==> src/hdl/stnp_pkg.sv <==
// Shared constants, token codes and command types of the source tokenizer.
`timescale 1ns / 1ps
package stnp_pkg;

    localparam int POOL_BYTES = 4096;
    localparam int POOL_AW    = $clog2(POOL_BYTES);
    localparam int FILL_W     = POOL_AW + 1;
    localparam int MAX_NAME   = 32;
    localparam int NAME_AW    = $clog2(MAX_NAME);
    localparam int LEN_W      = 6;

    localparam logic [62:0] NUM_MAX  = {63{1'b1}};
    localparam logic [31:0] LINE_MAX = 32'hFFFF_FFFF;

    localparam logic [4:0] KIND_IDENT  = 5'd0;
    localparam logic [4:0] KIND_NUMBER = 5'd1;
    localparam logic [4:0] KIND_PLUS   = 5'd2;
    localparam logic [4:0] KIND_STAR   = 5'd3;
    localparam logic [4:0] KIND_MINUS  = 5'd4;
    localparam logic [4:0] KIND_SLASH  = 5'd5;
    localparam logic [4:0] KIND_PCT    = 5'd6;
    localparam logic [4:0] KIND_COMMA  = 5'd7;
    localparam logic [4:0] KIND_COLON  = 5'd8;
    localparam logic [4:0] KIND_SEMI   = 5'd9;
    localparam logic [4:0] KIND_LPAR   = 5'd10;
    localparam logic [4:0] KIND_RPAR   = 5'd11;
    localparam logic [4:0] KIND_LBRK   = 5'd12;
    localparam logic [4:0] KIND_RBRK   = 5'd13;
    localparam logic [4:0] KIND_LBRC   = 5'd14;
    localparam logic [4:0] KIND_RBRC   = 5'd15;
    localparam logic [4:0] KIND_EQ     = 5'd16;
    localparam logic [4:0] KIND_VAR    = 5'd17;
    localparam logic [4:0] KIND_FUNC   = 5'd18;
    localparam logic [4:0] KIND_EOF    = 5'd19;
    localparam logic [4:0] KIND_ERROR  = 5'd20;

    localparam logic [1:0] ERR_NONE     = 2'd0;
    localparam logic [1:0] ERR_BYTE     = 2'd1;
    localparam logic [1:0] ERR_POOL     = 2'd2;
    localparam logic [1:0] ERR_TOO_LONG = 2'd3;

    localparam logic [1:0] OP_TOKEN = 2'd0;
    localparam logic [1:0] OP_IDENT = 2'd1;
    localparam logic [1:0] OP_RESET = 2'd2;

    typedef struct packed {
        logic [1:0]                 op;
        logic [4:0]                 kind;
        logic [31:0]                line;
        logic [62:0]                num;
        logic [1:0]                 err;
        logic [LEN_W-1:0]           len;
        logic [MAX_NAME-1:0][7:0]   name;
        logic                       item_last;
        logic                       text_end;
    } cmd_t;

    typedef struct packed {
        logic full;
        logic empty;
    } fifo_stat_t;

    typedef struct packed {
        logic idle;
        logic fail;
    } back_stat_t;

endpackage

==> src/hdl/stnp_fifo.sv <==
// Two-entry command queue between front and back ends.
`timescale 1ns / 1ps
module stnp_fifo
(
    input  logic                  clk,
    input  logic                  rst_n,
    input  logic                  push,
    input  stnp_pkg::cmd_t        push_data,
    input  logic                  pop,
    output stnp_pkg::cmd_t        head,
    output stnp_pkg::fifo_stat_t  stat
);

    stnp_pkg::cmd_t  mem_reg [2];
    logic            wr_reg;
    logic            rd_reg;
    logic [1:0]      cnt_reg;

    assign head       = mem_reg[rd_reg];
    assign stat.full  = (cnt_reg == 2'd2);
    assign stat.empty = (cnt_reg == 2'd0);

    always_ff @(posedge clk or negedge rst_n)
    begin
        if (!rst_n)
        begin
            wr_reg  <= 1'b0;
            rd_reg  <= 1'b0;
            cnt_reg <= '0;
        end
        else
        begin
            if (push)
            begin
                wr_reg <= !wr_reg;
            end
            if (pop)
            begin
                rd_reg <= !rd_reg;
            end
            cnt_reg <= cnt_reg + {1'b0, push} - {1'b0, pop};
        end
    end

    always_ff @(posedge clk)
    begin
        if (push)
        begin
            mem_reg[wr_reg] <= push_data;
        end
    end

endmodule

==> config.mk <==
export PLATFORM = sky130hd
export DESIGN_NAME = stnp_fifo
export DESIGN_NICKNAME = d
export VERILOG_FILES = /design/src/hdl/stnp_pkg.sv /design/src/hdl/stnp_fifo.sv
export SDC_FILE = /design/constraint.sdc
export NUM_CORES = 1
export LEC_CHECK = 0
export BUFFER_PORTS_ARGS = -buffer_cell sky130_fd_sc_hd__buf_2
export CAP_MARGIN = 20
export CORE_AREA = 2 2 289 291
export DETAILED_ROUTE_END_ITERATION = 6
export DIE_AREA = 0 0 291 293
export PLACE_DENSITY = 0.66
export REMOVE_ABC_BUFFERS = 1
export SYNTH_ARGS = -nofsm -noshare
export SYNTH_HDL_FRONTEND = slang
export SYNTH_SLANG_ARGS = --single-unit
==> constraint.sdc <==
create_clock -name clk -period 17.4 [get_ports clk]
set_clock_uncertainty 0.05 [all_clocks]
set_input_delay 1.74 -clock clk [delete_from_list [all_inputs] [get_ports clk]]
set_output_delay 1.74 -clock clk [all_outputs]
set_load 0.05 [all_outputs]
Word-level counts from Yosys, hierarchy flattened. Memories as Yosys holds them, arrays and structs flattened. Cells that the tools add are included. W data, S select, Z words.

RAM bits: 736. Memories kept: 1. Logic and storage cells: 12. Bits of input ports: 372. Output and inout port bits: 370. Register bits: 4.

Memory list: mem_reg (depth 2, width 368, rd ports 1, clocked after Yosys merged registers in 0, write ports 1, line stnp_fifo.sv:14) `stnp_pkg::cmd_t mem_reg [2];`.

Mux-type cells: 2. $add $sub $neg: 2. Equal/unequal tests: 1. Reduce and logical (&&, ||, !) cells: 3.

Operators with widths (count): $add A2 B1 Y2 (1); $eq A2 B2 Y1 const B (1); $logic_not A1 Y1 (2); $logic_not A2 Y1 (1); $mux W1 (2); $sub A2 B1 Y2 (1).

Longest topological paths before layout. Gate-level depths: netlist (run 1).

Depth after elaboration: 2. Depth in mapped cells: 5. Depth with buffers taken out: 5.

Worst setup path before layout (run 1). No wires, ideal clock.

Path kind: in2reg. Start: input port push. End: memory mem_reg[0][0] in the netlist's numbering, enable pin. Path slack: -1339 ps. Stages on the path: 1. Arrival: 17540 ps. Path buffers: 0. Setup time: 1150 ps. Required time: 16200 ps. Cells stage by stage: nor2b_1.

Cells in the longest elaborated chain, start to end: 2.

Ends and longest elaborated chain: start: declaration (line stnp_fifo.sv:7) `input logic push,`; $mux W1 (line stnp_fifo.sv:47) `if (push)`; $mux W1 (not written as such) (line stnp_fifo.sv:49) `mem_reg[wr_reg] <= push_data;`; end: declaration (line stnp_fifo.sv:14).

Every way passes these cells.

==> impl_metrics.env, run 1 <==
export IMPL_setup_worst_path_start_class="register"
export IMPL_min_period_over_period_pct=36.2
export IMPL_wire_per_inst_um=19.6
export IMPL_yosys_area_top_type="sky130_fd_sc_hd__edfxtp_1"
export IMPL_fin_worst_hold_slack_ns=0.498
export IMPL_detail_route_vias_per_cell=4.48
export IMPL_synthXorXnorAreaFrac_pct=0.154
export IMPL_ioPinCount=742
export IMPL_worst_path_max_fanout=70
export IMPL_layout_min_cycle_time_ns=6.30
export IMPL_postLayoutSetupSlackWorst_ns=11.10
export IMPL_drc_viols=0
export IMPL_drv_cap=0
export IMPL_ant_nets=0
export IMPL_routed_wirelength_um=60600
export IMPL_post_synth_num_cell_types=12
export IMPL_crit_type="register to output port"
export IMPL_pre_cts_ws_ns=11.66
export IMPL_multi_input_comb_area_um2=4240
export IMPL_fill_cell_instance_count_of_the_final_layout=7310
export IMPL_switching_power_mw=2.70
export IMPL_final_hold_viol_count=0
export IMPL_p_int_mw=3.97
export IMPL_grt_pass1_wl_um=88200
export IMPL_cts_repair_resized=0
export IMPL_power_switching_fraction_pct=40.5
export IMPL_largest_register_ffs=736
export IMPL_post_synth_mux_area_share_pct=15.4
export IMPL_first_pass_iters=5
export IMPL_power_clock_fraction_pct=23.7
export IMPL_holdCritPathClass="register to register"
export IMPL_clk_root_buffer_cell="sky130_fd_sc_hd__clkbuf_16"
export IMPL_routed_via_count=13800
export IMPL_yosysMostFrequentCell="sky130_fd_sc_hd__edfxtp_1"
export IMPL_synthTopCellsByArea="sky130_fd_sc_hd__edfxtp_1 82%, sky130_fd_sc_hd__mux2_2 15%, sky130_fd_sc_hd__buf_6 1.5%, sky130_fd_sc_hd__dfrtp_1 0.37%, sky130_fd_sc_hd__buf_2 0.093%"
export IMPL_worst_slew_pin_slew_ns=1.09
export IMPL_grt_use_total_pct=13.6
export IMPL_worstPathCellList="buf_4 > buf_4 > buf_4 > mux2_2 > buf_2"
export IMPL_synth_top_family_by_area="multiplexers"
export IMPL_p_comb_share_pct=39.4
export IMPL_dieArea_um2=85300
export IMPL_routabilityCongestion=0.822
export IMPL_area_growth_pct=26.8
export IMPL_critPathMostFrequentCell="sky130_fd_sc_hd__buf_4"
export IMPL_grt_overflow_total=0
export IMPL_power_density_cell_area_nw_per_um2=196
export IMPL_synth_compound_area_share_pct=0
export IMPL_critical_path_required_ns=15.61
export IMPL_core_area_um2=81800
export IMPL_rsz0062_at_grt="false"
export IMPL_buffer_ports_inserted=741
export IMPL_synth_cell_area_um2=26900
export IMPL_finish_net_count=2324
export IMPL_synth_top_cells_by_count="736 x sky130_fd_sc_hd__edfxtp_1, 368 x sky130_fd_sc_hd__mux2_2, 36 x sky130_fd_sc_hd__buf_6"
export IMPL_layout_drive_gt1_share_pct=61.1
export IMPL_cts_setup_buffers=0
export IMPL_antenna_violations_before_repair=26
export IMPL_pin_count_of_the_biggest_net_entering_global_routing=160
export IMPL_final_design_area_no_fill_um2=34100
export IMPL_synth_top_area_share_pct=82.2
export IMPL_ys_warnings_count=0
export IMPL_crit_path_max_incr_delay_ns=1.02
export IMPL_pwr_share_seq_pct=37.0
export IMPL_cts_buffers_inserted=77
export IMPL_row_count=105
export IMPL_power_static_leakage_nw=12.6
export IMPL_syn_inst=1160
export IMPL_max_slew_margin_rel_pct=27.1
export IMPL_worst_ep_arrival_time_ns=4.51
export IMPL_cp_max_stage_cell="sky130_fd_sc_hd__dfrtp_4"
export IMPL_synth_top_flop_cell="sky130_fd_sc_hd__edfxtp_1"
export IMPL_initial_core_util_pct=32.8
export IMPL_syn_area_per_cell_um2=23.2
export IMPL_area_sequential_um2=22200
export IMPL_dpl_hpwl_um=42100
export IMPL_height_of_the_die_um=293
export IMPL_final_util_pct=41.6
export IMPL_arithmetic_cell_share_of_the_synthesized_area_counting_full_adders_half_adders_and_majority_gates_pct=0.0931
export IMPL_clk_pin_slew_worst_paths_ns=0.06
export IMPL_worst_skew_pair_late_latency_ns=0.59
export IMPL_clock_fmax_mhz=159
export IMPL_cts_tree="built"
export IMPL_grt_pass1_vias=14800
export IMPL_yosysSeqAreaShare_pct=82.6
export IMPL_die_width_um=291
export IMPL_end_kind="output port"
export IMPL_postPlaceCellArea_um2=31600
export IMPL_max_slew_violation_total_from_the_final_report=0
export IMPL_cts_num_sinks=740
export IMPL_cts_hold_repair_buffers=0
export IMPL_synth_enable_flop_cells=736
export IMPL_synth_seq_cells=740
export IMPL_dr_first_iter_drc_count=667
export IMPL_vdd_ir_drop_worst_mv=0.152
export IMPL_setup_tns_final_ns=0
export IMPL_finalSetupViolCount=0
export IMPL_clock_tree_htree_level_count=3
export IMPL_synth_simple_gate_area_share_pct=0.0838
export IMPL_outcome="finished clean"
export IMPL_async_flop_share_pct=0.541
export IMPL_cts_root_to_sink_buffers=3
power groups by stage:
| stage | sequential (mW) | combinational [mW] | clock, mW |
|---|---|---|---|
| after global placement | 2.49 | 2.63 | 0 |
| final | 2.47 | 2.63 | 1.58 |
| after global routing | 2.50 | 2.73 | 1.69 |
| after detailed placement | 2.51 | 2.65 | 0 |
| after floorplan | 2.76 | 2.08 | 0 |
| after CTS | 2.47 | 2.66 | 1.62 |
cell usage in the layout, fill, tap and decap left out, drive strengths merged:
cell / instances
buf: 752
edfxtp: 736
mux2: 368
clkbuf: 92
clkinv: 30
diode: 13
bufinv: 6
inv: 6
dfrtp: 4
xor2: 2
ha: 2
clkinvlp: 2
nor2b: 2
xor3: 1
nor2: 1
and2: 1
path summary, 6_finish.rpt:
path	start	end	slack [ns]	cells past startpoint
worst max-delay path	rd_reg$_DFFE_PN0P_	head[285]	11.10	5
worst min-delay path	wr_reg$_DFFE_PN0P_	wr_reg$_DFFE_PN0P_	0.50	1
worst max register to register	wr_reg$_DFFE_PN0P_	mem_reg[1][358]$_DFFE_PP_	13.63	3
worst min register to register	wr_reg$_DFFE_PN0P_	wr_reg$_DFFE_PN0P_	0.50	1
max in group asynchronous	rst_n	rd_reg$_DFFE_PN0P_	16.26	1
min in group asynchronous	rst_n	wr_reg$_DFFE_PN0P_	0.90	1
metrics by stage:
stage | total power [mW] | std cells
2_1_floorplan | 4.84 | 1119
5_1_grt | 6.93 | 3087
3_5_place_dp | 5.16 | 2941
4_1_cts | 6.75 | 3075
3_3_place_gp | 5.12 | 2941
6_report | 6.68 | 3088
cell families after synthesis:
logic type / count (synthesis)
flops: 740
mux: 368
buf+inv: 43
simple gates: 4
xor+xnor: 3
fa+ha+maj: 2
critical path, delay by kind of cell (launching register included):
family / cells / cell delay, ns
mux: 1 / 0.43
buf+inv: 4 / 2.26
flops: 1 / 1.02
routing by layer:
metal	part of all wire (%)	global-route usage [%]	vias up
met3	8.0	4.83	155
li1	-	-	6244
met2	53	24.5	542
met4	3.6	6.63	16
met5	0.19	0	-
met1	35	13.9	6891
area by class of cell:
| type | instances | share of cell area (%) |
|---|---|---|
| multi-input combinational | 377 | 12.5 |
| sequential | 740 | 65.2 |
| antenna | 13 | 0.0955 |
| inverter | 2 | 0.0220 |
| clock inverter | 42 | 1.13 |
| clock buffer | 92 | 5.97 |
| tap | 1070 | 3.93 |
| timing repair buffer | 752 | 11.2 |
(Power assumes the default switching activity.)
==> inputs of run 2 (changes only) <==
--- a/config.mk
+++ b/config.mk
@@ -7,10 +7,10 @@
 export LEC_CHECK = 0
 export BUFFER_PORTS_ARGS = -buffer_cell sky130_fd_sc_hd__buf_2
 export CAP_MARGIN = 20
-export CORE_AREA = 2 2 289 291
+export CORE_AREA = 2 2 291 293
 export DETAILED_ROUTE_END_ITERATION = 6
-export DIE_AREA = 0 0 291 293
-export PLACE_DENSITY = 0.66
+export DIE_AREA = 0 0 293 295
+export PLACE_DENSITY = 0.64
 export REMOVE_ABC_BUFFERS = 1
 export SYNTH_ARGS = -nofsm -noshare
 export SYNTH_HDL_FRONTEND = slang
==> constraint.sdc (replaced) <==
create_clock -name clk -period 6 [get_ports clk]
set_clock_uncertainty 0.05 [all_clocks]
set_input_delay 0.6 -clock clk [delete_from_list [all_inputs] [get_ports clk]]
set_output_delay 0.6 -clock clk [all_outputs]
set_load 0.05 [all_outputs]
==> run 2 against run 1 <==
Effect of this change:
- sequential cell count is the same
- die area up 1.4%
- first-iteration DRC count shrank 13%
- sequential power grew to 2.9 times the previous value
- global-route usage increased by 0.36 points
- final cell count increased by 0.97%
- routed wire length up 5.5%
- utilization is 0.52 points lower
- via count is 0.61% higher
- worst hold slack got worse by 0.37 ns
- combinational power rose to 2.9 times the previous value
- design area grew 0.32%
- critical endpoint is now head[303]
- highest routed layer unchanged
==> impl_metrics.env, run 2 (synthesized netlist as in run 1, its figures left out) <==
export IMPL_outcome="finished clean"
export IMPL_height_of_the_die_um=295
export IMPL_max_slew_margin_rel_pct=34.6
export IMPL_clock_tree_htree_level_count=3
export IMPL_postPlaceCellArea_um2=31700
export IMPL_pin_count_of_the_biggest_net_entering_global_routing=141
export IMPL_routed_via_count=13900
export IMPL_cts_tree="built"
export IMPL_finalSetupViolCount=0
export IMPL_fill_cell_instance_count_of_the_final_layout=7451
export IMPL_drv_cap=0
export IMPL_power_density_cell_area_nw_per_um2=567
export IMPL_worstPathCellList="buf_12 > mux2_2 > buf_2"
export IMPL_pwr_share_seq_pct=37.1
export IMPL_routabilityCongestion=0.870
export IMPL_ioPinCount=742
export IMPL_postLayoutSetupSlackWorst_ns=2.50
export IMPL_p_comb_share_pct=39.6
export IMPL_layout_drive_gt1_share_pct=61.5
export IMPL_wire_per_inst_um=20.5
export IMPL_area_growth_pct=27.2
export IMPL_min_from="push_data[64]"
export IMPL_die_width_um=293
export IMPL_worst_path_max_fanout=108
export IMPL_power_static_leakage_nw=12.7
export IMPL_mostFrequentLayoutCells="741 x sky130_fd_sc_hd__buf_2, 736 x sky130_fd_sc_hd__edfxtp_1, 368 x sky130_fd_sc_hd__mux2_2, 78 x sky130_fd_sc_hd__clkbuf_16, 19 x sky130_fd_sc_hd__clkinv_1"
export IMPL_dieArea_um2=86400
export IMPL_routed_wirelength_um=63900
export IMPL_power_switching_fraction_pct=40.8
export IMPL_setup_worst_path_start_class="register"
export IMPL_worst_hold_path_endpoint="mem_reg[0][64]$_DFFE_PP_"
export IMPL_largest_register_ffs=736
export IMPL_final_common_cell="sky130_fd_sc_hd__buf_2"
export IMPL_drc_viols=0
export IMPL_initial_core_util_pct=32.3
export IMPL_non_filler_instances=3118
export IMPL_worst_slew_pin_slew_ns=0.981
export IMPL_rsz0062_at_grt="false"
export IMPL_hold_path_depth=1
export IMPL_grt_pass1_wl_um=89900
export IMPL_min_period_over_period_pct=58.4
export IMPL_buffer_ports_inserted=741
export IMPL_switching_power_mw=7.89
export IMPL_regToRegEndpoint="mem_reg[1][342]$_DFFE_PP_"
export IMPL_r2r_setup_slack_ns=3.53
export IMPL_grt_overflow_total=0
export IMPL_layout_min_cycle_time_ns=3.50
export IMPL_cp_max_stage_cell="sky130_fd_sc_hd__dfrtp_4"
export IMPL_worst_ep_arrival_time_ns=2.85
export IMPL_clk_root_buffer_cell="sky130_fd_sc_hd__clkbuf_16"
export IMPL_cts_buffers_inserted=77
export IMPL_grt_pass1_vias=14800
export IMPL_vdd_ir_drop_worst_mv=0.393
export IMPL_detail_route_vias_per_cell=4.47
export IMPL_fin_worst_hold_slack_ns=0.126
export IMPL_final_hold_viol_count=0
export IMPL_clk_pin_slew_worst_paths_ns=0.06
export IMPL_reg2reg_depth=2
export IMPL_dpl_hpwl_um=44800
export IMPL_ant_nets=0
export IMPL_power_clock_fraction_pct=23.4
export IMPL_max_slew_violation_total_from_the_final_report=0
export IMPL_pre_cts_ws_ns=3.12
export IMPL_cts_num_sinks=740
export IMPL_cts_root_to_sink_buffers=3
export IMPL_core_area_um2=83200
export IMPL_end_kind="output port"
export IMPL_antenna_violations_before_repair=25
export IMPL_critical_path_reg2reg_startpoint="wr_reg$_DFFE_PN0P_"
export IMPL_first_pass_iters=5
export IMPL_grt_use_total_pct=13.9
export IMPL_critical_path_required_ns=5.35
export IMPL_crit_path_max_incr_delay_ns=0.97
export IMPL_worst_skew_pair_late_latency_ns=0.60
export IMPL_final_design_area_no_fill_um2=34200
export IMPL_finish_net_count=2333
export IMPL_crit_type="register to output port"
export IMPL_clock_fmax_mhz=285
export IMPL_row_count=106
export IMPL_holdCritPathClass="primary input to register"
export IMPL_dp_cells=2959
export IMPL_cts_repair_resized=0
export IMPL_dr_first_iter_drc_count=581
export IMPL_p_int_mw=11.5
[run 2: worst max-delay path by stage]
stage / to / from / slack [ns]
6_report: head[303] / rd_reg$_DFFE_PN0P_ / 2.50
4_1_cts: head[269] / rd_reg$_DFFE_PN0P_ / 2.43
2_1_floorplan: mem_reg[0][0]$_DFFE_PP_ / wr_reg$_DFFE_PN0P_ / -11.80
5_1_grt: head[303] / rd_reg$_DFFE_PN0P_ / 2.34
3_5_place_dp: head[269] / rd_reg$_DFFE_PN0P_ / 3.12
3_3_place_gp: head[359] / rd_reg$_DFFE_PN0P_ / 3.14
[run 2: stage by stage]
| step | setup TNS, ns | total power [mW] | util [%] |
|---|---|---|---|
| 6_report | 0 | 19.4 | 41.1 |
| 5_1_grt | 0 | 20.1 | 41.1 |
| 4_1_cts | 0 | 19.6 | 41.0 |
| 3_5_place_dp | 0 | 15.0 | 38.2 |
| 3_3_place_gp | 0 | 14.9 | 38.2 |
| 2_1_floorplan | -7071.98 | 12.7 | - |
[run 2: routing by layer]
| metal | wire (µm) | GRT usage [%] | up-vias |
|---|---|---|---|
| met5 | 54 | 0 | - |
| met4 | 2890 | 7.78 | 12 |
| met3 | 4850 | 4.62 | 160 |
| met2 | 33200 | 24.6 | 547 |
| met1 | 22900 | 14.7 | 6910 |
| li1 | - | - | 6303 |
[run 2: layout make-up]
class,count,area [µm²],area share [%]
diodes,21,52.6,0.154
clock buffers,87,1990,5.81
clock inverters,50,404,1.18
inverters,2,7.51,0.0220
multi-input cells,377,4240,12.4
flip-flops and latches,740,22200,65.0
well taps,1080,1350,3.95
repair buffers,761,3940,11.5
[run 2: worst max-delay path: cells and delay by family, from the launching register on]
| kind | cells | cell delay (ns) |
|---|---|---|
| buffers and inverters | 2 | 0.69 |
| DFF | 1 | 0.97 |
| muxes | 1 | 0.41 |
[run 2: power by group through the flow]
stage               clock, mW  combinational, mW  sequential [mW]
finish                   4.52               7.67             7.18
global route             4.85               7.98             7.27
CTS                      4.68               7.76             7.20
detailed placement          0               7.73             7.30
global placement            0               7.68             7.26
floorplan                   0               4.97             7.74
[run 2: repair_timing]
| action | CTS | global route |
|---|---|---|
| hold endpoints to repair | 4 | 0 |
| endpoints found under the setup margin | 0 | 0 |
| hold buffers | 1 | 0 |
| buffers inserted | 0 | 0 |
