`src/hdl/stnp_pkg.sv`:
```
// Shared constants, token codes and command types of the source tokenizer.
`timescale 1ns / 1ps
package stnp_pkg;

    localparam int POOL_BYTES = 4096;
    localparam int POOL_AW    = $clog2(POOL_BYTES);
    localparam int FILL_W     = POOL_AW + 1;
    localparam int MAX_NAME   = 32;
    localparam int NAME_AW    = $clog2(MAX_NAME);
    localparam int LEN_W      = 6;

    localparam logic [62:0] NUM_MAX  = {63{1'b1}};
    localparam logic [31:0] LINE_MAX = 32'hFFFF_FFFF;

    localparam logic [4:0] KIND_IDENT  = 5'd0;
    localparam logic [4:0] KIND_NUMBER = 5'd1;
    localparam logic [4:0] KIND_PLUS   = 5'd2;
    localparam logic [4:0] KIND_STAR   = 5'd3;
    localparam logic [4:0] KIND_MINUS  = 5'd4;
    localparam logic [4:0] KIND_SLASH  = 5'd5;
    localparam logic [4:0] KIND_PCT    = 5'd6;
    localparam logic [4:0] KIND_COMMA  = 5'd7;
    localparam logic [4:0] KIND_COLON  = 5'd8;
    localparam logic [4:0] KIND_SEMI   = 5'd9;
    localparam logic [4:0] KIND_LPAR   = 5'd10;
    localparam logic [4:0] KIND_RPAR   = 5'd11;
    localparam logic [4:0] KIND_LBRK   = 5'd12;
    localparam logic [4:0] KIND_RBRK   = 5'd13;
    localparam logic [4:0] KIND_LBRC   = 5'd14;
    localparam logic [4:0] KIND_RBRC   = 5'd15;
    localparam logic [4:0] KIND_EQ     = 5'd16;
    localparam logic [4:0] KIND_VAR    = 5'd17;
    localparam logic [4:0] KIND_FUNC   = 5'd18;
    localparam logic [4:0] KIND_EOF    = 5'd19;
    localparam logic [4:0] KIND_ERROR  = 5'd20;

    localparam logic [1:0] ERR_NONE     = 2'd0;
    localparam logic [1:0] ERR_BYTE     = 2'd1;
    localparam logic [1:0] ERR_POOL     = 2'd2;
    localparam logic [1:0] ERR_TOO_LONG = 2'd3;

    localparam logic [1:0] OP_TOKEN = 2'd0;
    localparam logic [1:0] OP_IDENT = 2'd1;
    localparam logic [1:0] OP_RESET = 2'd2;

    typedef struct packed {
        logic [1:0]                 op;
        logic [4:0]                 kind;
        logic [31:0]                line;
        logic [62:0]                num;
        logic [1:0]                 err;
        logic [LEN_W-1:0]           len;
        logic [MAX_NAME-1:0][7:0]   name;
        logic                       item_last;
        logic                       text_end;
    } cmd_t;

    typedef struct packed {
        logic full;
        logic empty;
    } fifo_stat_t;

    typedef struct packed {
        logic idle;
        logic fail;
    } back_stat_t;

endpackage

```
`src/hdl/stnp_if.sv`:
```
// Handshake interfaces for text bytes and tokens.
`timescale 1ns / 1ps
interface stnp_in_if;
    logic       valid;
    logic       ready;
    logic [7:0] text_byte;
    logic       byte_present;
    logic       end_of_text;
    modport source (output valid, text_byte, byte_present, end_of_text, input ready);
    modport sink (input valid, text_byte, byte_present, end_of_text, output ready);
endinterface


```
`src/hdl/stnp_front.sv`:
```
// Front end: classifies text bytes and issues token commands to the queue.
`timescale 1ns / 1ps
module stnp_front
(
    input  logic                   clk,
    input  logic                   rst_n,
    stnp_in_if.sink                text_in,
    input  logic                   sys_idle,
    input  stnp_pkg::back_stat_t   back_stat,
    input  stnp_pkg::fifo_stat_t   fifo_stat,
    output logic                   push,
    output stnp_pkg::cmd_t         push_data
);

    localparam logic [7:0] CH_V = 8'h76;
    localparam logic [7:0] CH_A = 8'h61;
    localparam logic [7:0] CH_R = 8'h72;
    localparam logic [7:0] CH_F = 8'h66;
    localparam logic [7:0] CH_U = 8'h75;
    localparam logic [7:0] CH_N = 8'h6E;
    localparam logic [7:0] CH_C = 8'h63;
    localparam logic [7:0] CH_NL = 8'h0A;
    localparam logic [7:0] CH_US = 8'h5F;
    localparam logic [7:0] CH_0 = 8'h30;

    localparam logic [1:0] MODE_NONE  = 2'd0;
    localparam logic [1:0] MODE_NUM   = 2'd1;
    localparam logic [1:0] MODE_IDENT = 2'd2;

    logic [31:0]                          line_reg, line_next;
    logic [1:0]                           mode_reg, mode_next;
    logic [62:0]                          acc_reg, acc_next;
    logic [stnp_pkg::LEN_W-1:0]           len_reg, len_next;
    logic [stnp_pkg::MAX_NAME-1:0][7:0]   buf_reg, buf_next;
    logic                                 fail_reg, fail_next;
    stnp_pkg::cmd_t                       list_reg [3];
    stnp_pkg::cmd_t                       list_next [3];
    logic [1:0]                           cnt_reg, cnt_next;
    logic [1:0]                           idx_reg;
    logic                                 busy_reg;
    logic                                 accept;

    function automatic logic is_digit(input logic [7:0] c);
        return (c >= 8'h30) && (c <= 8'h39);
    endfunction

    function automatic logic is_ident(input logic [7:0] c);
        return ((c >= 8'h61) && (c <= 8'h7A)) || ((c >= 8'h41) && (c <= 8'h5A)) ||
               is_digit(c) || (c == CH_US);
    endfunction

    function automatic logic [4:0] op_kind(input logic [7:0] c);
        logic [4:0] k;
        case (c)
            8'h2B:   k = stnp_pkg::KIND_PLUS;
            8'h2A:   k = stnp_pkg::KIND_STAR;
            8'h2D:   k = stnp_pkg::KIND_MINUS;
            8'h2F:   k = stnp_pkg::KIND_SLASH;
            8'h25:   k = stnp_pkg::KIND_PCT;
            8'h2C:   k = stnp_pkg::KIND_COMMA;
            8'h3A:   k = stnp_pkg::KIND_COLON;
            8'h3B:   k = stnp_pkg::KIND_SEMI;
            8'h28:   k = stnp_pkg::KIND_LPAR;
            8'h29:   k = stnp_pkg::KIND_RPAR;
            8'h5B:   k = stnp_pkg::KIND_LBRK;
            8'h5D:   k = stnp_pkg::KIND_RBRK;
            8'h7B:   k = stnp_pkg::KIND_LBRC;
            8'h7D:   k = stnp_pkg::KIND_RBRC;
            8'h3D:   k = stnp_pkg::KIND_EQ;
            default: k = stnp_pkg::KIND_IDENT;
        endcase
        return k;
    endfunction

    function automatic stnp_pkg::cmd_t token_cmd(input logic [4:0] kind, input logic [31:0] line,
                                                 input logic [62:0] num, input logic [1:0] err);
        stnp_pkg::cmd_t r;
        r      = '0;
        r.op   = stnp_pkg::OP_TOKEN;
        r.kind = kind;
        r.line = line;
        r.num  = num;
        r.err  = err;
        return r;
    endfunction

    function automatic stnp_pkg::cmd_t flush_cmd(input logic [1:0] mode, input logic [62:0] acc,
                                                 input logic [stnp_pkg::LEN_W-1:0] len,
                                                 input logic [stnp_pkg::MAX_NAME-1:0][7:0] nb,
                                                 input logic [31:0] line);
        stnp_pkg::cmd_t r;
        if (mode == MODE_NUM)
        begin
            r = token_cmd(stnp_pkg::KIND_NUMBER, line, acc, stnp_pkg::ERR_NONE);
        end
        else if (len == 6'd3 && nb[0] == CH_V && nb[1] == CH_A && nb[2] == CH_R)
        begin
            r = token_cmd(stnp_pkg::KIND_VAR, line, '0, stnp_pkg::ERR_NONE);
        end
        else if (len == 6'd4 && nb[0] == CH_F && nb[1] == CH_U && nb[2] == CH_N && nb[3] == CH_C)
        begin
            r = token_cmd(stnp_pkg::KIND_FUNC, line, '0, stnp_pkg::ERR_NONE);
        end
        else
        begin
            r      = '0;
            r.op   = stnp_pkg::OP_IDENT;
            r.kind = stnp_pkg::KIND_IDENT;
            r.line = line;
            r.len  = len;
            r.name = nb;
        end
        return r;
    endfunction

    assign accept = text_in.valid && text_in.ready;
    assign text_in.ready = !busy_reg && sys_idle;

    always_comb
    begin
        logic [7:0]  c;
        logic        ok;
        logic [1:0]  n;
        logic [66:0] prod;
        logic [4:0]  ok_kind;
        c         = text_in.text_byte;
        ok        = 1'b1;
        n         = 2'd0;
        prod      = '0;
        ok_kind   = op_kind(c);
        line_next = line_reg;
        mode_next = mode_reg;
        acc_next  = acc_reg;
        len_next  = len_reg;
        buf_next  = buf_reg;
        fail_next = fail_reg;
        for (int k = 0; k < 3; k++)
        begin
            list_next[k] = '0;
        end
        if (fail_reg || back_stat.fail)
        begin
            if (text_in.end_of_text)
            begin
                list_next[0]    = '0;
                list_next[0].op = stnp_pkg::OP_RESET;
                n               = 2'd1;
            end
        end
        else
        begin
            if (text_in.byte_present)
            begin
                if (mode_next == MODE_NUM && is_digit(c))
                begin
                    prod = ({4'b0, acc_next} << 3) + ({4'b0, acc_next} << 1) +
                           {59'b0, c - CH_0};
                    acc_next = (prod > {4'b0, stnp_pkg::NUM_MAX}) ? stnp_pkg::NUM_MAX
                                                                  : prod[62:0];
                end
                else if (mode_next == MODE_IDENT && is_ident(c))
                begin
                    if (len_next < 6'(stnp_pkg::MAX_NAME))
                    begin
                        buf_next[len_next[stnp_pkg::NAME_AW-1:0]] = c;
                        len_next = len_next + 6'd1;
                    end
                    else
                    begin
                        mode_next = MODE_NONE;
                        list_next[n] = token_cmd(stnp_pkg::KIND_ERROR, line_next, '0,
                                                 stnp_pkg::ERR_TOO_LONG);
                        n  = n + 2'd1;
                        ok = 1'b0;
                    end
                end
                else
                begin
                    if (mode_next != MODE_NONE)
                    begin
                        list_next[n] = flush_cmd(mode_next, acc_next, len_next, buf_next,
                                                 line_next);
                        n = n + 2'd1;
                        mode_next = MODE_NONE;
                    end
                    if (c inside {8'h20, 8'h09, 8'h0A, 8'h0B, 8'h0C, 8'h0D})
                    begin
                        if (c == CH_NL && line_next != stnp_pkg::LINE_MAX)
                        begin
                            line_next = line_next + 32'd1;
                        end
                    end
                    else if (ok_kind != stnp_pkg::KIND_IDENT)
                    begin
                        list_next[n] = token_cmd(ok_kind, line_next, '0, stnp_pkg::ERR_NONE);
                        n = n + 2'd1;
                    end
                    else if (is_digit(c))
                    begin
                        mode_next = MODE_NUM;
                        acc_next  = {55'b0, c - CH_0};
                    end
                    else if (is_ident(c))
                    begin
                        mode_next   = MODE_IDENT;
                        buf_next[0] = c;
                        len_next    = 6'd1;
                    end
                    else
                    begin
                        list_next[n] = token_cmd(stnp_pkg::KIND_ERROR, line_next, '0,
                                                 stnp_pkg::ERR_BYTE);
                        n  = n + 2'd1;
                        ok = 1'b0;
                    end
                end
            end
            if (ok && text_in.end_of_text)
            begin
                if (mode_next != MODE_NONE)
                begin
                    list_next[n] = flush_cmd(mode_next, acc_next, len_next, buf_next, line_next);
                    n = n + 2'd1;
                end
                list_next[n] = token_cmd(stnp_pkg::KIND_EOF, line_next, '0, stnp_pkg::ERR_NONE);
                n = n + 2'd1;
            end
            if (!ok && !text_in.end_of_text)
            begin
                fail_next = 1'b1;
                mode_next = MODE_NONE;
            end
        end
        if (n != 2'd0)
        begin
            list_next[n - 2'd1].item_last = 1'b1;
            list_next[n - 2'd1].text_end  = text_in.end_of_text;
        end
        if (text_in.end_of_text)
        begin
            line_next = 32'd1;
            mode_next = MODE_NONE;
            acc_next  = '0;
            len_next  = '0;
            fail_next = 1'b0;
        end
        cnt_next = n;
    end

    assign push      = busy_reg && !fifo_stat.full;
    assign push_data = list_reg[idx_reg];

    always_ff @(posedge clk or negedge rst_n)
    begin
        if (!rst_n)
        begin
            line_reg <= 32'd1;
            mode_reg <= MODE_NONE;
            acc_reg  <= '0;
            len_reg  <= '0;
            fail_reg <= 1'b0;
            cnt_reg  <= '0;
            idx_reg  <= '0;
            busy_reg <= 1'b0;
        end
        else if (accept)
        begin
            line_reg <= line_next;
            mode_reg <= mode_next;
            acc_reg  <= acc_next;
            len_reg  <= len_next;
            fail_reg <= fail_next;
            cnt_reg  <= cnt_next;
            idx_reg  <= '0;
            busy_reg <= (cnt_next != 2'd0);
        end
        else if (push)
        begin
            idx_reg <= idx_reg + 2'd1;
            if (idx_reg == cnt_reg - 2'd1)
            begin
                busy_reg <= 1'b0;
            end
        end
    end

    always_ff @(posedge clk)
    begin
        if (accept)
        begin
            buf_reg <= buf_next;
            for (int k = 0; k < 3; k++)
            begin
                list_reg[k] <= list_next[k];
            end
        end
    end

endmodule

```
`src/flat_wrapper.sv`:
```
// flat-port wrapper written by rule: the top's interface ports become plain ports
module stnp_front_flat 
  (clk, rst_n, sys_idle, back_stat, fifo_stat, push, push_data, text_in_valid, text_in_text_byte, text_in_byte_present, text_in_end_of_text, text_in_ready);
  stnp_in_if text_in_i ();
  input  logic clk;
  input  logic rst_n;
  input  logic sys_idle;
  input  stnp_pkg::back_stat_t back_stat;
  input  stnp_pkg::fifo_stat_t fifo_stat;
  output logic push;
  output stnp_pkg::cmd_t push_data;
  input wire logic [$bits(text_in_i.valid)-1:0] text_in_valid;
  input wire logic [$bits(text_in_i.text_byte)-1:0] text_in_text_byte;
  input wire logic [$bits(text_in_i.byte_present)-1:0] text_in_byte_present;
  input wire logic [$bits(text_in_i.end_of_text)-1:0] text_in_end_of_text;
  output wire logic [$bits(text_in_i.ready)-1:0] text_in_ready;
  assign text_in_i.valid = text_in_valid;
  assign text_in_i.text_byte = text_in_text_byte;
  assign text_in_i.byte_present = text_in_byte_present;
  assign text_in_i.end_of_text = text_in_end_of_text;
  assign text_in_ready = text_in_i.ready;
  stnp_front u_core (.clk(clk), .rst_n(rst_n), .text_in(text_in_i), .sys_idle(sys_idle), .back_stat(back_stat), .fifo_stat(fifo_stat), .push(push), .push_data(push_data));
endmodule
```
`config.mk`:
```
export PLATFORM = sky130hd
export DESIGN_NAME = stnp_front_flat
export DESIGN_NICKNAME = d
export VERILOG_FILES = /design/src/hdl/stnp_pkg.sv /design/src/hdl/stnp_if.sv /design/src/hdl/stnp_front.sv /design/src/flat_wrapper.sv
export SDC_FILE = /design/constraint.sdc
export NUM_CORES = 2
export LEC_CHECK = 0
export BUFFER_PORTS_ARGS = -buffer_cell sky130_fd_sc_hd__buf_4
export CAP_MARGIN = 15
export CORE_ASPECT_RATIO = 2
export CORE_MARGIN = 4
export CORE_UTILIZATION = 56
export CTS_CLUSTER_DIAMETER = 80
export DETAILED_ROUTE_END_ITERATION = 8
export PLACE_DENSITY = 0.87
export SLEW_MARGIN = 40
export SYNTH_ARGS = -nofsm -noshare
export SYNTH_HDL_FRONTEND = slang
export SYNTH_SLANG_ARGS = --single-unit
```
`constraint.sdc`:
```
create_clock -name clk -period 27.3 [get_ports clk]
set_input_delay 5.46 -clock clk [delete_from_list [all_inputs] [get_ports clk]]
set_output_delay 5.46 -clock clk [all_outputs]
set_load 0.02 [all_outputs]
```
=== Word level (Yosys, flattened, before mapping) ===
Memories as Yosys holds them, arrays and structs flattened.
Index checks and enable logic that the tools add are counted.

* Flip-flop bits (word level): 365
* Memory bits (writable): 1104
* Output and inout port bits: 370
* Logic and storage cells: 313
* Memories: 1

{| class="wikitable"
|+ Memories
! memory !! words !! width !! rd ports !! clocked after Yosys merged registers in !! write ports !! RTL line !! RTL
|-
| u_core.list_reg || 3 || 368 || 1 || 0 || 3 || stnp_front.sv:36 || <nowiki>stnp_pkg::cmd_t list_reg [3];</nowiki>
|}

* $add $sub $neg: 11
* Order comparisons: 18
* Equality and inequality tests: 46
* Mux-type cells: 142
* Bitwise operators: 5
* Reductions and logical operators: 50

{| class="wikitable"
|+ Operator list
! kind !! count
|-
| 1104-bit two-way mux || 12
|-
| 1104-bit bitwise mux || 6
|-
| 368-bit two-way mux || 18
|-
| 368-bit demux with 2-bit select || 5
|-
| 736-bit two-way mux || 2
|-
| 256-bit two-way mux || 4
|-
| 367-bit two-way mux || 2
|-
| 63-bit two-way mux || 9
|-
| 366-bit two-way mux || 1
|-
| 256-bit bitwise mux || 1
|-
| 32-bit two-way mux || 8
|-
| 248-bit two-way mux || 1
|-
| 8-bit by 7-bit equality test with 1-bit output, second input constant || 19
|-
| 8-bit by 6-bit equality test with 1-bit output, second input constant || 12
|-
| 5-bit case mux with 15 select lines || 1
|-
| 66-bit by 64-bit adder with 67-bit output || 1
|-
| 67-bit by 8-bit adder with 67-bit output || 1
|-
| 67-bit by 63-bit greater-than comparator with 1-bit output, second input constant || 1
|-
| 2-bit two-way mux || 33
|-
| 6-bit two-way mux || 11
|-
| 8-bit two-way mux || 6
|-
| 8-bit demux with 5-bit select || 1
|-
| 8-bit by 4-bit equality test with 1-bit output, second input constant || 5
|-
| 32-bit by 1-bit adder with 32-bit output, second input constant || 1
|-
| 31 further kinds || 111
|}

=== Depth between registers and ports, before layout ===
* Word-level depth: 35
* Mapped depth: 24
* Mapped depth without buffers: 20

=== Worst setup path before layout ===
OpenSTA, ideal clock, no wires.

* Path kind: input -> register
* Start point: input sys_idle
* End point: register u_core.acc_reg[27]
* Setup time: 126 ps
* Data arrival time: 33368 ps
* Required time: 27174 ps
* Path slack: -6195 ps
* Stages: 11
* Cells stage by stage: nor2b_1 nand2_1 clkbuf_1 inv_1 o21ai_1 a21oi_1 nand2_1 clkbuf_1 nand2_1 a21oi_1 o21bai_1

* Longest elaborated chain between the ends: 3

{| class="wikitable"
|+ RTL lines
! what !! RTL line !! RTL
|-
| start: declaration || flat_wrapper.sv:7 || <nowiki>input logic sys_idle;</nowiki>
|-
| 1-bit logical AND || stnp_front.sv:117 || <nowiki>assign text_in.ready = !busy_reg && sys_idle;</nowiki>
|-
| 1-bit logical AND || stnp_front.sv:116 || <nowiki>assign accept = text_in.valid && text_in.ready;</nowiki>
|-
| named net u_core.accept || stnp_front.sv:41 || <nowiki>logic accept;</nowiki>
|-
| 2-bit AND reduction (no source line) || n/a ||
|-
| end signal: assignment || stnp_front.sv:270 || <nowiki>acc_reg <= acc_next;</nowiki>
|-
| end: declaration || stnp_front.sv:32 || <nowiki>logic [62:0] acc_reg, acc_next;</nowiki>
|}

The timed path passes the listed nets, and every way through them passes these cells.
A chain may end at the register's enable or synchronous reset.

==> reports/metrics.yaml <==
status: "finished, final reports clean"
firstDrtPassIters: 8
slew_violations: 0
cp_slowest_stage_delay_ns: 0.77
gp_congestion: 0.972
synth.mux.area_fraction_pct: 7.17
tns_ns: 0
synth_area_mm2: 0.0727
insertion_delay_ns: 0.76
dp_hpwl_um: 138000
r2r_end: "u_core.list_reg[0][80]"
syn_to_final_growth_pct: 12.0
synthCells: 6884
viasPerCell: 6.24
synth-main-ff-cell: "edfxtp_1"
cts_tree: "yes"
ys_ff_latch: 1462
worstMarginPinSlew_ns: 0.966
async_flop_share_pct: 7.46
route.vias.total: 55099
fp.dieH_um: 518
r2r_start: "u_core.mode_reg[1]"
cts_hold_buf: 0
reg2reg_depth: 17
io_pins: 388
yosys.area_share.simple_pct: 13.1
numCtsBuffers: 120
die_area_mm2: 0.136
clock_sinks: 1462
cts_root_buf: "clkbuf_16"
drc: 0
slew_headroom_pct: 35.4
crit_buf_inv: 8
yosysWarnings: 0
design.core.area_mm2: 0.129
rsz0062_at_grt: "no"
syn-num-nets: 7047
area.sequential_mm2: 0.0434
cts_setup_buffers: 0
worstPathCellList: "buf_4 > inv_2 > buf_4 > ha_1 > inv_1 > o32ai_1 > a21oi_1 > a21oi_1 > o21ai_1 > o21ai_0 > a21o_1 > ha_1 > mux2i_1 > ha_1 > o21ai_4 > buf_4 > nand2_1 > nor2_4 > buf_6 > buf_4 > buf_4 > nand2_1 > o21ai_0"
hold_path_class: "flop to flop"
final_nets: 7189
synth_enable_flop_cells: 1353
h-tree-depth: 3
multi_input_area_mm2: 0.0264
synth_compound_area_share_pct: 12.0
port_buffers: 385
slowest_stage: "o21ai_0"
ir_drop_mv: 0.0760
cts_buffer_depth: 3
hold_depth: 2
fin_crit_ns: 13.66
grt_pass1_vias: 54998
crit_path_start_kind: "input port"
maxCapViolCount: 0
antenna_found_initial: 3
p_per_area_mw_per_mm2: 78.9
hp-start: "u_core.fail_reg"
hold_end: "u_core.fail_reg"
synth_top_family_by_area: "simple AND/OR/NAND/NOR gates"
grt_overflow: 0
synth_cell_types: 87
grt_max_degree: 176
cp-end-kind: "flop"
fin_skew_ns: 0.0594
drtIter0Drc: 6071
grt_pass1_wl_um: 321000
synth_adder_area_share_pct: 2.57
whs_ns: 0.530
rows: 186
cp_max_fo: 74
grt_use_total_pct: 30.4
dpl.cell_count: 8593
ant_nets: 0
wirelength_um: 215000
synth_xor_area_share_pct: 1.16
clk_pin_slew_ns: 0.07
largest_reg_flops: 1097
final_cells: 8825
worst-endpoint-required_ns: 27.87
die_x_um: 263
setup_viol: 0
finalHoldViolations: 0
finalCritPeriodShare_pct: 50.0
crit_top_cell: "buf_4"
cellLeakagePower_nw: 31.1
power_mw: 6.42
reg2reg_slack_ns: 19.60
critPathTopFamily: "buffers and inverters"
cts_resized: 0
synth_area_per_cell_um2: 10.6
layout-drive-gt1-share_pct: 10.8
fmax_ghz: 0.0732
cp.arrival_ns: 14.23
start_util_pct: 56.5
path_class: "input port to flop"
yosysSeqAreaShare_pct: 59.6
wire_per_inst_um: 24.4
fillCellCount: 9553
-- per-stage QoR --
stage | worst slack (ns) | util [%] | instance area [um^2]
CTS | 13.80 | 63.2 | 81300
floorplan | 2.63 | - | 72700
finish | 13.64 | 63.3 | 81400
detailed placement | 13.03 | 59.9 | 77100
global route | 13.23 | 63.3 | 81400
global placement | 12.51 | 59.6 | 76700
-- worst min-delay path, stage by stage, from the launching register on --
cell and delay [ns]:
dfrtp_1 0.37, nor2_1 0.06, nor2_1 0.07
-- final cells by class --
class,count,share of cell area (%)
diodes,2,0.00615
clock buffers,153,4.01
clock inverters,74,1.12
inverters,319,1.48
multi-input cells,4625,32.5
flip-flops and latches,1462,53.3
well taps,1692,2.60
repair buffers,498,5.04
-- power breakdown --
group / internal [mW] / total [mW] / switching [mW]
logic: 0.615 / 1.85 / 1.23
registers: 2.66 / 2.73 / 0.0735
clock network: 1.01 / 1.84 / 0.831
-- worst max path at each step --
stage,from,endpoint,depth (start not counted)
floorplan,sys_idle,u_core.acc_reg[27],11
global placement,text_in_text_byte[4],u_core.list_reg[0][53],22
detailed placement,text_in_text_byte[4],u_core.list_reg[0][80],23
CTS,text_in_text_byte[4],u_core.list_reg[0][67],23
global route,text_in_text_byte[4],u_core.list_reg[0][160],24
finish,text_in_text_byte[4],u_core.list_reg[0][80],23
-- logic make-up after synthesis --
group,after synthesis
xor+xnor,96
flops,1462
fa+ha+maj,146
simple gates,2301
compound gates,1562
mux,520
buf+inv,797
-- synthesized netlist by cell type, types with 10 or more instances --
| cell | count | share of area, % |
|---|---|---|
| a21oi_1 | 332 | 2.3 |
| nor3_1 | 68 | 0.47 |
| nand2_1 | 975 | 5.0 |
| mux2i_1 | 515 | 7.1 |
| edfxtp_1 | 1353 | 56 |
| xnor2_1 | 53 | 0.64 |
| a211oi_1 | 26 | 0.27 |
| ha_1 | 139 | 2.4 |
| nand2b_1 | 20 | 0.17 |
| inv_1 | 314 | 1.6 |
| nand4_1 | 35 | 0.30 |
| o21bai_1 | 21 | 0.22 |
| clkbuf_1 | 333 | 1.7 |
| o211ai_1 | 13 | 0.13 |
| buf_2 | 88 | 0.61 |
| o31ai_1 | 30 | 0.31 |
| a31o_2 | 10 | 0.12 |
| a21o_1 | 42 | 0.43 |
| and2_1 | 58 | 0.50 |
| and3_1 | 38 | 0.33 |
| nor2b_1 | 16 | 0.14 |
| a22o_1 | 28 | 0.34 |
| nor2_1 | 948 | 4.9 |
| nand3_1 | 63 | 0.43 |
| buf_1 | 45 | 0.23 |
| or3_1 | 17 | 0.15 |
| o21ai_0 | 889 | 6.1 |
| o21a_1 | 35 | 0.36 |
| xor2_1 | 43 | 0.52 |
| dfrtp_1 | 108 | 3.7 |
| a31oi_1 | 45 | 0.39 |
-- placed cells by master (no fill, tap or decap), types with 9 or more instances in the layout --
cell / n
mux2i_1: 515
clkbuf_1: 23
nor4_1: 9
nand2_1: 968
a22o_1: 28
edfxtp_1: 1353
a21oi_1: 329
and3_1: 37
a21o_1: 41
nor2b_1: 16
o31ai_1: 30
bufinv_16: 17
nand3_1: 62
o21ai_0: 884
o21bai_1: 21
buf_4: 453
dfrtp_1: 106
a211oi_1: 26
nand4_1: 35
nor2_2: 11
xnor2_1: 53
inv_1: 311
clkinv_1: 20
o21ai_1: 11
clkbuf_16: 123
o211ai_1: 13
a31oi_1: 45
nor3_1: 63
nor2_1: 933
a31o_2: 10
o21a_1: 35
xor2_1: 43
ha_1: 139
nand2b_1: 20
clkinv_2: 17
a221oi_1: 9
and2_1: 59
or3_1: 16
buf_6: 27
-- metal layers --
metal	GRT usage, %	up-vias	routed length (um)
met1	33.6	26623	70700
li1	-	24602	-
met3	4.91	733	18700
met4	18.4	4	14600
met2	54.9	3137	111000
met5	0	-	34
Note: power is estimated with default switching activity, not from simulation.
